[src/sv/jsu_pkg.sv]
package jsu_pkg;

  // Result kinds carried on the output tuser.
  localparam logic [1:0] K_DATA   = 2'd0;
  localparam logic [1:0] K_CLOSED = 2'd1;
  localparam logic [1:0] K_ERROR  = 2'd2;

  // Error codes carried in the upper tdata bits of an error result.
  localparam logic [2:0] E_NONE     = 3'd0;
  localparam logic [2:0] E_UNCLOSED = 3'd1;
  localparam logic [2:0] E_LETTER   = 3'd2;
  localparam logic [2:0] E_HEX      = 3'd3;
  localparam logic [2:0] E_CTRL     = 3'd4;

  // Replacement character for broken surrogates.
  localparam logic [20:0] CP_REPLACE = 21'h00FFFD;

  // Depth of the request queue between front and back.
  localparam int QDEPTH = 4;
  localparam int QAW    = $clog2(QDEPTH);
  localparam int QCW    = $clog2(QDEPTH + 1);

  // One request: everything a single input byte produces.
  // An optional code point (a), then an optional second code point or raw
  // byte (b), then an optional closing or error marker (t).
  typedef struct packed {
    logic        a_v;
    logic [20:0] a_cp;
    logic        b_v;
    logic        b_raw;
    logic [15:0] b_val;
    logic        t_v;
    logic [1:0]  t_kind;
    logic [2:0]  t_code;
  } jsu_req_t;

endpackage

[src/sv/jsu_front.sv]
module jsu_front (
  input  logic            clk,
  input  logic            rst_n,
  input  logic            in_accept,
  input  logic [7:0]      text_byte,
  input  logic            end_of_text,
  input  logic            byte_valid,
  output logic            push,
  output jsu_pkg::jsu_req_t req
);
  import jsu_pkg::*;

  typedef enum logic [6:0] {
    M_NORMAL  = 7'b0000001,
    M_ESC     = 7'b0000010,
    M_HEX1    = 7'b0000100,
    M_HIGH    = 7'b0001000,
    M_HIGH_BS = 7'b0010000,
    M_HEX2    = 7'b0100000,
    M_IDLE    = 7'b1000000
  } mode_t;

  localparam logic [7:0] CH_QUOTE = 8'h22;
  localparam logic [7:0] CH_BSL   = 8'h5C;
  localparam logic [7:0] CH_SLASH = 8'h2F;
  localparam logic [7:0] CH_U     = 8'h75;
  localparam logic [7:0] CH_N     = 8'h6E;
  localparam logic [7:0] CH_T     = 8'h74;
  localparam logic [7:0] CH_R     = 8'h72;
  localparam logic [7:0] CH_B     = 8'h62;
  localparam logic [7:0] CH_F     = 8'h66;
  localparam logic [7:0] CH_SPACE = 8'h20;

  mode_t       mode_r, mode_nxt;
  logic [1:0]  cnt_r, cnt_nxt;
  logic [15:0] acc_r, acc_nxt;
  logic [15:0] hh_r, hh_nxt;

  // Normal-mode handling of the byte.
  mode_t      n_mode;
  logic       n_close, n_data;
  logic [2:0] n_err;
  // Escape-letter handling of the byte.
  mode_t      e_mode;
  logic       e_hex, e_data;
  logic [7:0] e_byte;
  logic [2:0] e_err;
  // Hex digit decode.
  logic       hd_ok;
  logic [3:0] hd_val;
  logic [15:0] acc_new;
  logic        f_high, f_low;
  logic [20:0] cp_pair;

  jsu_req_t   r;
  logic [2:0] err;

  // Classify the byte as it would be seen in normal mode.
  always_comb begin
    n_mode  = M_NORMAL;
    n_close = 1'b0;
    n_data  = 1'b0;
    n_err   = E_NONE;
    if (text_byte == CH_QUOTE) begin
      n_close = 1'b1;
      n_mode  = M_IDLE;
    end else if (text_byte == CH_BSL) begin
      n_mode = M_ESC;
    end else if (text_byte < CH_SPACE) begin
      n_err = E_CTRL;
    end else begin
      n_data = 1'b1;
    end
  end

  // Classify the byte as an escape letter.
  always_comb begin
    e_mode = M_NORMAL;
    e_hex  = 1'b0;
    e_data = 1'b1;
    e_byte = text_byte;
    e_err  = E_NONE;
    case (text_byte)
      CH_N:     e_byte = 8'h0A;
      CH_T:     e_byte = 8'h09;
      CH_R:     e_byte = 8'h0D;
      CH_B:     e_byte = 8'h08;
      CH_F:     e_byte = 8'h0C;
      CH_QUOTE, CH_BSL, CH_SLASH: e_byte = text_byte;
      CH_U: begin
        e_data = 1'b0;
        e_hex  = 1'b1;
        e_mode = M_HEX1;
      end
      default: begin
        e_data = 1'b0;
        e_err  = E_LETTER;
      end
    endcase
  end

  // Hex digit value and surrogate range checks on the finished value.
  always_comb begin
    hd_ok  = 1'b1;
    hd_val = 4'd0;
    if (text_byte inside {[8'h30:8'h39]}) begin
      hd_val = 4'(text_byte - 8'h30);
    end else if (text_byte inside {[8'h61:8'h66]}) begin
      hd_val = 4'(text_byte - 8'h57);
    end else if (text_byte inside {[8'h41:8'h46]}) begin
      hd_val = 4'(text_byte - 8'h37);
    end else begin
      hd_ok = 1'b0;
    end
    acc_new = {acc_r[11:0], hd_val};
    f_high  = acc_new inside {[16'hD800:16'hDBFF]};
    f_low   = acc_new inside {[16'hDC00:16'hDFFF]};
    cp_pair = 21'h010000 + {1'b0, hh_r[9:0], acc_new[9:0]};
  end

  // Escape state machine and request build.
  always_comb begin
    mode_nxt = mode_r;
    cnt_nxt  = cnt_r;
    acc_nxt  = acc_r;
    hh_nxt   = hh_r;
    r        = '0;
    err      = E_NONE;
    if (byte_valid) begin
      case (mode_r)
        M_ESC: begin
          mode_nxt = e_mode;
          if (e_hex) begin
            cnt_nxt = 2'd0;
            acc_nxt = 16'd0;
          end
          r.b_v   = e_data;
          r.b_val = {8'h00, e_byte};
          err     = e_err;
        end
        M_HEX1, M_HEX2: begin
          if (!hd_ok) begin
            err = E_HEX;
          end else begin
            acc_nxt = acc_new;
            if (cnt_r == 2'd3) begin
              cnt_nxt = 2'd0;
              if (mode_r == M_HEX2 && f_low) begin
                r.a_v    = 1'b1;
                r.a_cp   = cp_pair;
                mode_nxt = M_NORMAL;
              end else begin
                if (mode_r == M_HEX2) begin
                  r.a_v  = 1'b1;
                  r.a_cp = CP_REPLACE;
                end
                if (f_high) begin
                  hh_nxt   = acc_new;
                  mode_nxt = M_HIGH;
                end else begin
                  r.b_v    = 1'b1;
                  r.b_val  = f_low ? CP_REPLACE[15:0] : acc_new;
                  mode_nxt = M_NORMAL;
                end
              end
            end else begin
              cnt_nxt = cnt_r + 2'd1;
            end
          end
        end
        M_HIGH: begin
          if (text_byte == CH_BSL) begin
            mode_nxt = M_HIGH_BS;
          end else begin
            r.a_v    = 1'b1;
            r.a_cp   = CP_REPLACE;
            mode_nxt = n_mode;
            r.t_v    = n_close;
            r.t_kind = K_CLOSED;
            r.b_v    = n_data;
            r.b_raw  = 1'b1;
            r.b_val  = {8'h00, text_byte};
            err      = n_err;
          end
        end
        M_HIGH_BS: begin
          if (text_byte == CH_U) begin
            mode_nxt = M_HEX2;
            cnt_nxt  = 2'd0;
            acc_nxt  = 16'd0;
          end else begin
            r.a_v    = 1'b1;
            r.a_cp   = CP_REPLACE;
            mode_nxt = e_mode;
            r.b_v    = e_data;
            r.b_val  = {8'h00, e_byte};
            err      = e_err;
          end
        end
        default: begin
          mode_nxt = n_mode;
          r.t_v    = n_close;
          r.t_kind = K_CLOSED;
          r.b_v    = n_data;
          r.b_raw  = 1'b1;
          r.b_val  = {8'h00, text_byte};
          err      = n_err;
        end
      endcase
    end

    // End of text while a string is still open.
    if (err == E_NONE && end_of_text && mode_nxt != M_IDLE) begin
      err = (mode_nxt == M_HEX1 || mode_nxt == M_HEX2) ? E_HEX : E_UNCLOSED;
    end

    // An error drops all data of this byte and restarts the scanner.
    if (err != E_NONE) begin
      r        = '0;
      r.t_v    = 1'b1;
      r.t_kind = K_ERROR;
      r.t_code = err;
      mode_nxt = M_NORMAL;
      cnt_nxt  = 2'd0;
      acc_nxt  = 16'd0;
      hh_nxt   = 16'd0;
    end
  end

  assign req  = r;
  assign push = in_accept && (r.a_v || r.b_v || r.t_v);

  // Scanner state.
  always_ff @(posedge clk) begin
    if (!rst_n) begin
      mode_r <= M_NORMAL;
      cnt_r  <= 2'd0;
      acc_r  <= 16'd0;
      hh_r   <= 16'd0;
    end else if (in_accept) begin
      mode_r <= mode_nxt;
      cnt_r  <= cnt_nxt;
      acc_r  <= acc_nxt;
      hh_r   <= hh_nxt;
    end
  end

endmodule

[src/sv/jsu_fifo.sv]
module jsu_fifo (
  input  logic              clk,
  input  logic              rst_n,
  input  logic              push,
  input  jsu_pkg::jsu_req_t push_req,
  output logic              full,
  input  logic              pop,
  output logic              head_valid,
  output jsu_pkg::jsu_req_t head_req
);
  import jsu_pkg::*;

  jsu_req_t         mem_r [QDEPTH];
  logic [QAW-1:0]   wr_ptr_r, rd_ptr_r;
  logic [QCW-1:0]   count_r, count_nxt;

  assign full       = (count_r == QCW'(QDEPTH));
  assign head_valid = (count_r != '0);
  assign head_req   = mem_r[rd_ptr_r];

  // Occupancy follows pushes and pops.
  always_comb begin
    count_nxt = count_r;
    if (push && !pop) begin
      count_nxt = count_r + QCW'(1);
    end else if (!push && pop) begin
      count_nxt = count_r - QCW'(1);
    end
  end

  // Pointers and count.
  always_ff @(posedge clk) begin
    if (!rst_n) begin
      wr_ptr_r <= '0;
      rd_ptr_r <= '0;
      count_r  <= '0;
    end else begin
      if (push) begin
        wr_ptr_r <= wr_ptr_r + QAW'(1);
      end
      if (pop) begin
        rd_ptr_r <= rd_ptr_r + QAW'(1);
      end
      count_r <= count_nxt;
    end
  end

  // Entry storage.
  always_ff @(posedge clk) begin
    if (push) begin
      mem_r[wr_ptr_r] <= push_req;
    end
  end

endmodule

[src/sv/jsu_back.sv]
module jsu_back (
  input  logic              clk,
  input  logic              rst_n,
  input  logic              head_valid,
  input  jsu_pkg::jsu_req_t head_req,
  output logic              pop,
  output logic              out_tvalid,
  input  logic              out_tready,
  output logic [15:0]       out_tdata,
  output logic [1:0]        out_tuser,
  output logic              out_tlast
);
  import jsu_pkg::*;

  typedef struct packed {
    logic [3:0][7:0] bytes;
    logic [3:0]      len;
  } utf8_t;

  // UTF-8 encoding of one code point.
  function automatic utf8_t encode(input logic [20:0] cp);
    utf8_t e;
    e = '0;
    if (cp < 21'h80) begin
      e.len      = 4'd1;
      e.bytes[0] = cp[7:0];
    end else if (cp < 21'h800) begin
      e.len      = 4'd2;
      e.bytes[0] = {3'b110, cp[10:6]};
      e.bytes[1] = {2'b10, cp[5:0]};
    end else if (cp < 21'h10000) begin
      e.len      = 4'd3;
      e.bytes[0] = {4'b1110, cp[15:12]};
      e.bytes[1] = {2'b10, cp[11:6]};
      e.bytes[2] = {2'b10, cp[5:0]};
    end else begin
      e.len      = 4'd4;
      e.bytes[0] = {5'b11110, cp[20:18]};
      e.bytes[1] = {2'b10, cp[17:12]};
      e.bytes[2] = {2'b10, cp[11:6]};
      e.bytes[3] = {2'b10, cp[5:0]};
    end
    return e;
  endfunction

  utf8_t      enc_a, enc_b;
  logic [3:0] len_a, len_b, total, idx4, sub;
  logic [2:0] idx_r, idx_nxt;
  logic       load, item_last;
  logic [7:0] item_byte;
  logic [1:0] item_kind;
  logic [2:0] item_code;

  logic        out_valid_r;
  logic [7:0]  out_byte_r;
  logic [1:0]  out_kind_r;
  logic [2:0]  out_code_r;
  logic        out_last_r;

  // Pick the current result out of the request at the queue head.
  always_comb begin
    enc_a = encode(head_req.a_cp);
    enc_b = encode({5'd0, head_req.b_val});
    len_a = head_req.a_v ? enc_a.len : 4'd0;
    if (!head_req.b_v) begin
      len_b = 4'd0;
    end else if (head_req.b_raw) begin
      len_b = 4'd1;
      enc_b.bytes[0] = head_req.b_val[7:0];
    end else begin
      len_b = enc_b.len;
    end
    total = len_a + len_b + {3'd0, head_req.t_v};
    idx4  = {1'b0, idx_r};
    sub   = idx4 - len_a;
    item_kind = K_DATA;
    item_code = E_NONE;
    item_byte = 8'h00;
    if (idx4 < len_a) begin
      item_byte = enc_a.bytes[idx_r[1:0]];
    end else if (sub < len_b) begin
      item_byte = enc_b.bytes[sub[1:0]];
    end else begin
      item_kind = head_req.t_kind;
      item_code = head_req.t_code;
    end
    item_last = (idx4 == total - 4'd1);
  end

  assign load    = head_valid && (!out_valid_r || out_tready);
  assign pop     = load && item_last;
  assign idx_nxt = item_last ? 3'd0 : idx_r + 3'd1;

  // Position inside the head request.
  always_ff @(posedge clk) begin
    if (!rst_n) begin
      idx_r <= 3'd0;
    end else if (load) begin
      idx_r <= idx_nxt;
    end
  end

  // Output register.
  always_ff @(posedge clk) begin
    if (!rst_n) begin
      out_valid_r <= 1'b0;
    end else if (load) begin
      out_valid_r <= 1'b1;
    end else if (out_tready) begin
      out_valid_r <= 1'b0;
    end
  end

  always_ff @(posedge clk) begin
    if (load) begin
      out_byte_r <= item_byte;
      out_kind_r <= item_kind;
      out_code_r <= item_code;
      out_last_r <= item_last;
    end
  end

  assign out_tvalid = out_valid_r;
  assign out_tdata  = {5'd0, out_code_r, out_byte_r};
  assign out_tuser  = out_kind_r;
  assign out_tlast  = out_last_r;

endmodule

[src/sv/json_string_unescape.sv]
// JSON string body decoder with UTF-8 output.
// The input stream carries one source byte per request starting after the
// opening quote: in_tdata[7:0] is the byte, in_tuser is set when the byte is
// present (clear for an end-only flush), and in_tlast marks the end of text.
// The output stream carries one result per request: out_tdata[7:0] is the
// decoded byte, out_tdata[10:8] the error code, out_tuser the kind (data,
// string closed, error), and out_tlast the last result caused by one input.
// Each input may produce up to six results; escapes and surrogate pairs
// are resolved in the front scanner and expanded into UTF-8 bytes by the back
// end, with a four-deep request queue in between.
// An accepted input passes the queue and the output register before its first
// result. Plain bytes flow at one per cycle while out_tready is high; an input
// with several results holds the back end until all are sent, and the queue
// absorbs the difference so input is taken every cycle while the queue has room.
// Reset (synchronous, active low) empties the queue, clears the output valid
// and returns the scanner to normal mode inside a string. When the receiver
// stalls, the output register holds its result and the queue fills, after
// which in_tready drops.
module json_string_unescape (
  input  logic        clk,
  input  logic        rst_n,
  input  logic        in_tvalid,
  output logic        in_tready,
  input  logic [7:0]  in_tdata,   // [7:0] text_byte
  input  logic        in_tuser,   // [0] byte_valid
  input  logic        in_tlast,   // end_of_text
  output logic        out_tvalid,
  input  logic        out_tready,
  output logic [15:0] out_tdata,  // [7:0] out_byte, [10:8] error_code, rest zero
  output logic [1:0]  out_tuser,  // [1:0] kind
  output logic        out_tlast   // last_of_run
);
  import jsu_pkg::*;

  logic     in_accept, push, full, pop, head_valid;
  jsu_req_t push_req, head_req;

  assign in_tready = !full;
  assign in_accept = in_tvalid && in_tready;

  jsu_front u_front (
    .clk         (clk),
    .rst_n       (rst_n),
    .in_accept   (in_accept),
    .text_byte   (in_tdata),
    .end_of_text (in_tlast),
    .byte_valid  (in_tuser),
    .push        (push),
    .req         (push_req)
  );

  jsu_fifo u_fifo (
    .clk        (clk),
    .rst_n      (rst_n),
    .push       (push),
    .push_req   (push_req),
    .full       (full),
    .pop        (pop),
    .head_valid (head_valid),
    .head_req   (head_req)
  );

  jsu_back u_back (
    .clk        (clk),
    .rst_n      (rst_n),
    .head_valid (head_valid),
    .head_req   (head_req),
    .pop        (pop),
    .out_tvalid (out_tvalid),
    .out_tready (out_tready),
    .out_tdata  (out_tdata),
    .out_tuser  (out_tuser),
    .out_tlast  (out_tlast)
  );

endmodule

[config.mk]
export PLATFORM = sky130hd
export DESIGN_NAME = json_string_unescape
export DESIGN_NICKNAME = d
export VERILOG_FILES = /design/src/sv/jsu_pkg.sv /design/src/sv/jsu_front.sv /design/src/sv/jsu_fifo.sv /design/src/sv/jsu_back.sv /design/src/sv/json_string_unescape.sv
export SDC_FILE = /design/constraint.sdc
export NUM_CORES = 1
export LEC_CHECK = 0
export ABC_AREA = 1
export BUFFER_PORTS_ARGS = -buffer_cell sky130_fd_sc_hd__buf_2
export CAP_MARGIN = 40
export CORE_ASPECT_RATIO = 0.6
export CORE_MARGIN = 2
export CORE_UTILIZATION = 55
export CTS_CLUSTER_SIZE = 25
export DETAILED_ROUTE_END_ITERATION = 8
export HOLD_SLACK_MARGIN = 0.15
export PLACE_DENSITY = 0.79
export SKIP_CTS_REPAIR_TIMING = 1
export SLEW_MARGIN = 15
export SYNTH_ARGS = -nofsm -noshare
export SYNTH_HDL_FRONTEND = slang
export SYNTH_HIERARCHICAL = 1
export SYNTH_SLANG_ARGS = --single-unit
export TNS_END_PERCENT = 50
[constraint.sdc]
create_clock -name clk -period 4.7 [get_ports clk]
set_input_delay 0.94 -clock clk [delete_from_list [all_inputs] [get_ports clk]]
set_output_delay 0.94 -clock clk [all_outputs]
set_load 0.03 [all_outputs]
==> impl_metrics.toml <==
[floorplanning]
num_rows = 43
ioPinCount = 35
core_region_area_um2 = 23000
fp.dieArea_um2 = 24600
die_h_um = 122
start_util_pct = 55.7
die_w_um = 201

[drt]
wire_per_inst_um = 19.0
drtAntennaViolNets = 0
firstDrtPassIters = 6
via_per_inst = 5.75
drc_errors = 0
drt-total-wl_mm = 34.4
num_vias = 10400
first_iter_violations = 1292

[power]
internal_power_w = 0.00481
power_density_nw_per_um2 = 548
switching_power_w = 0.00308
pwr-share-clk_pct = 25.1
p_leak_nw = 6.01
power.share.sequential_pct = 34.7
ir_drop_mv = 0.301
switching_share_pct = 39.0
power_frac_comb_pct = 40.2

[global_routing]
grt_usage_pct = 28.2
use_met2_pct = 39.6
grt_max_degree = 51
busiest_layer = "met1"
overflow = 0
grt_pass1_wl_mm = 53.4
grt_pass1_vias = 9780
antenna_found_initial = 0
met3_usage_pct = 7.49
met1_usage_pct = 42.6

[layout]
fill_cells = 1877
seqCellArea_um2 = 6830
final_core_util_pct = 62.7
final_cell_mix = "nand2_1 (260), nor2_1 (230), edfxtp_1 (198)"
drive_gt1_share_pct = 15.7
multiInputGateArea_um2 = 5080
final_common_cell = "nand2_1"
finalNonFillerCells = 1808
nNetsFinal = 1516
diodes = 0
syn2layout_area_growth_pct = 12.6

[worst_hold_path]
hold_class = "reg2reg"

[synth]
synth_top_area_cell = "edfxtp_1"
synth_top_area_share_pct = 46.4
ys_seq_elements = 242
yosys_warnings = 6
async_flop_share_pct = 0
avgSynthCellArea_um2 = 9.04
ys_seq_area_share_pct = 53.3
synthTopCellsByArea = "edfxtp_1 (46%), nand2_1 (7.6%), dfxtp_1 (6.9%)"
synthCells = 1416
synth_edf_count = 198
netlist_area_um2 = 12800
ys.flop_type = "edfxtp_1"
synth_cell_types = 54

[sta]
fmax_ghz = 0.225
relSlewSlack_pct = 45.2
skew_ns = 0.0207
hold_viol = 0
finalSetupTns_ns = 0
setup_viol = 0
final.min_clock_period_ns = 4.45
worst_pin_slew_ns = 0.822
drv_slew = 0
period_share_pct = 94.6

[cts]
cts_root_buf = "clkbuf_16"
cts-buffers-inserted = 23
cts_buffer_depth = 3
cts.sinks = 242
cts-htree-levels = 1
path_clk_slew_ns = 0.07
clkLatencyLatePin_ns = 0.54
cts_tree = "yes"

[place]
dpl.cell_count = 1761
place_congestion = 0.981
dp_hpwl_mm = 24.1
numPortBuffers = 29

[flow_run]
cap_violations = 0

[critical_path]
cp.required_ns = 5.17
path_max_fanout = 12
crit_top_cell = "inv_1"
cpPeakStageDelay_ns = 0.44
slowest_stage = "fa_1"
startpoint_type = "flip-flop"
crit_type = "reg2reg"
critPathCaptureType = "flip-flop"
cp_data_arrival_time_ns = 4.91

[outcome]
status = "finished, final reports clean"
[worst paths after layout]
| kind | start | end | slack [ns] | cells past startpoint |
|---|---|---|---|---|
| worst max-delay path | flip-flop | u_fifo/count_r[2] | 0.25 | 28 |
| worst min-delay path | u_fifo/rd_ptr_r[1] | flip-flop | 0.48 | 1 |
| worst max register to register | flip-flop | u_fifo/count_r[2] | 0.25 | 28 |
| worst min register to register | u_fifo/rd_ptr_r[1] | flip-flop | 0.48 | 1 |
[critical path: cells and delay by family (launching register included)]
kind / cells / cell delay, ns
AO/OA/AOI/OAI: 3 / 0.50
AND/OR/NAND/NOR: 12 / 1.40
buffers and inverters: 9 / 0.88
adder cells (fa/ha/maj): 4 / 1.19
flip-flops: 1 / 0.42
[logic make-up (layout without fill, tap and decap cells)]
kind of cell / after synthesis / count (layout) / synth area share (%)
adders and majority gates: 26 / 26 / 2.78
other: 1 / 5 / 0.0293
AOI/OAI and AO/OA: 283 / 283 / 12.4
xor gates and xnor gates: 7 / 7 / 0.479
and+or+nand+nor: 645 / 645 / 23.4
DFF: 242 / 242 / 53.3
buffers and inverters: 212 / 285 / 7.62
[through the flow]
| step | power, W | area, um^2 | setup WS (ns) | hold slack [ns] |
|---|---|---|---|---|
| 6_report | 0.00789 | 14400 | 0.254 | 0.483 |
| 5_1_grt | 0.00835 | 14400 | -0.0261 | 0.507 |
| 4_1_cts | 0.00775 | 14300 | 0.147 | 0.480 |
| 3_5_place_dp | 0.00577 | 13500 | 0.197 | 0.470 |
| 3_3_place_gp | 0.00572 | 13400 | 0.270 | 0.458 |
| 2_1_floorplan | 0.00495 | 12800 | 0.426 | 0.412 |
[power groups by stage]
stage / Combinational, W / Sequential [W] / Clock (W)
finish: 0.00317 / 0.00274 / 0.00198
floorplan: 0.00207 / 0.00288 / 0
global route: 0.00350 / 0.00276 / 0.00208
CTS: 0.00302 / 0.00273 / 0.00200
detailed placement: 0.00300 / 0.00278 / 0
global placement: 0.00295 / 0.00277 / 0
[metal layers]
metal / share of wire (%) / wire length, um / vias to the layer above
met2: 41 / 14100 / 586
li1: - / - / 4908
met5: 0 / 0 / -
met4: 2.5 / 857 / 0
met3: 12 / 4260 / 68
met1: 44 / 15300 / 4828
[area by class of cell]
cell class,count,share of cell area [%]
inverters,156,4.11
well taps,315,2.73
clock buffers,31,4.42
flip-flops and latches,242,47.4
repair buffers,87,4.98
multi-input cells,966,35.2
clock inverters,11,1.15
[Yosys cell counts (3+ instances only)]
| master | number |
|---|---|
| o21ai_0 | 112 |
| nand3_4 | 7 |
| buf_2 | 12 |
| nor3_2 | 5 |
| o211ai_1 | 11 |
| fa_1 | 4 |
| ha_1 | 22 |
| clkinv_1 | 3 |
| xor2_1 | 5 |
| clkbuf_1 | 18 |
| nand3_1 | 55 |
| dfxtp_1 | 44 |
| buf_4 | 8 |
| nand2_4 | 11 |
| inv_2 | 12 |
| nor3_1 | 14 |
| buf_6 | 16 |
| a21oi_1 | 53 |
| edfxtp_1 | 198 |
| a21oi_2 | 7 |
| nor2_4 | 10 |
| inv_1 | 138 |
| nand2_1 | 260 |
| nand4_1 | 18 |
| o22ai_1 | 48 |
| nand2_2 | 14 |
| nor2_2 | 7 |
| o21ai_1 | 38 |
| nor2_1 | 230 |
| nand3_2 | 6 |
[flip-flops by register name (all words and copies together) (netlist names), named ones only]
signal	count
u_back/idx_r	3
u_back/out_byte_r	8
u_back/out_code_r	3
u_back/out_tlast	1
u_back/out_tuser	2
u_back/out_tvalid	1
u_fifo/count_r	3
u_fifo/mem_r	184
u_fifo/rd_ptr_r	2
u_fifo/wr_ptr_r	2
u_front/acc_r	12
u_front/cnt_r	2
u_front/hh_r	10
u_front/mode_r	7
Note: power is estimated with default switching activity, not from simulation.
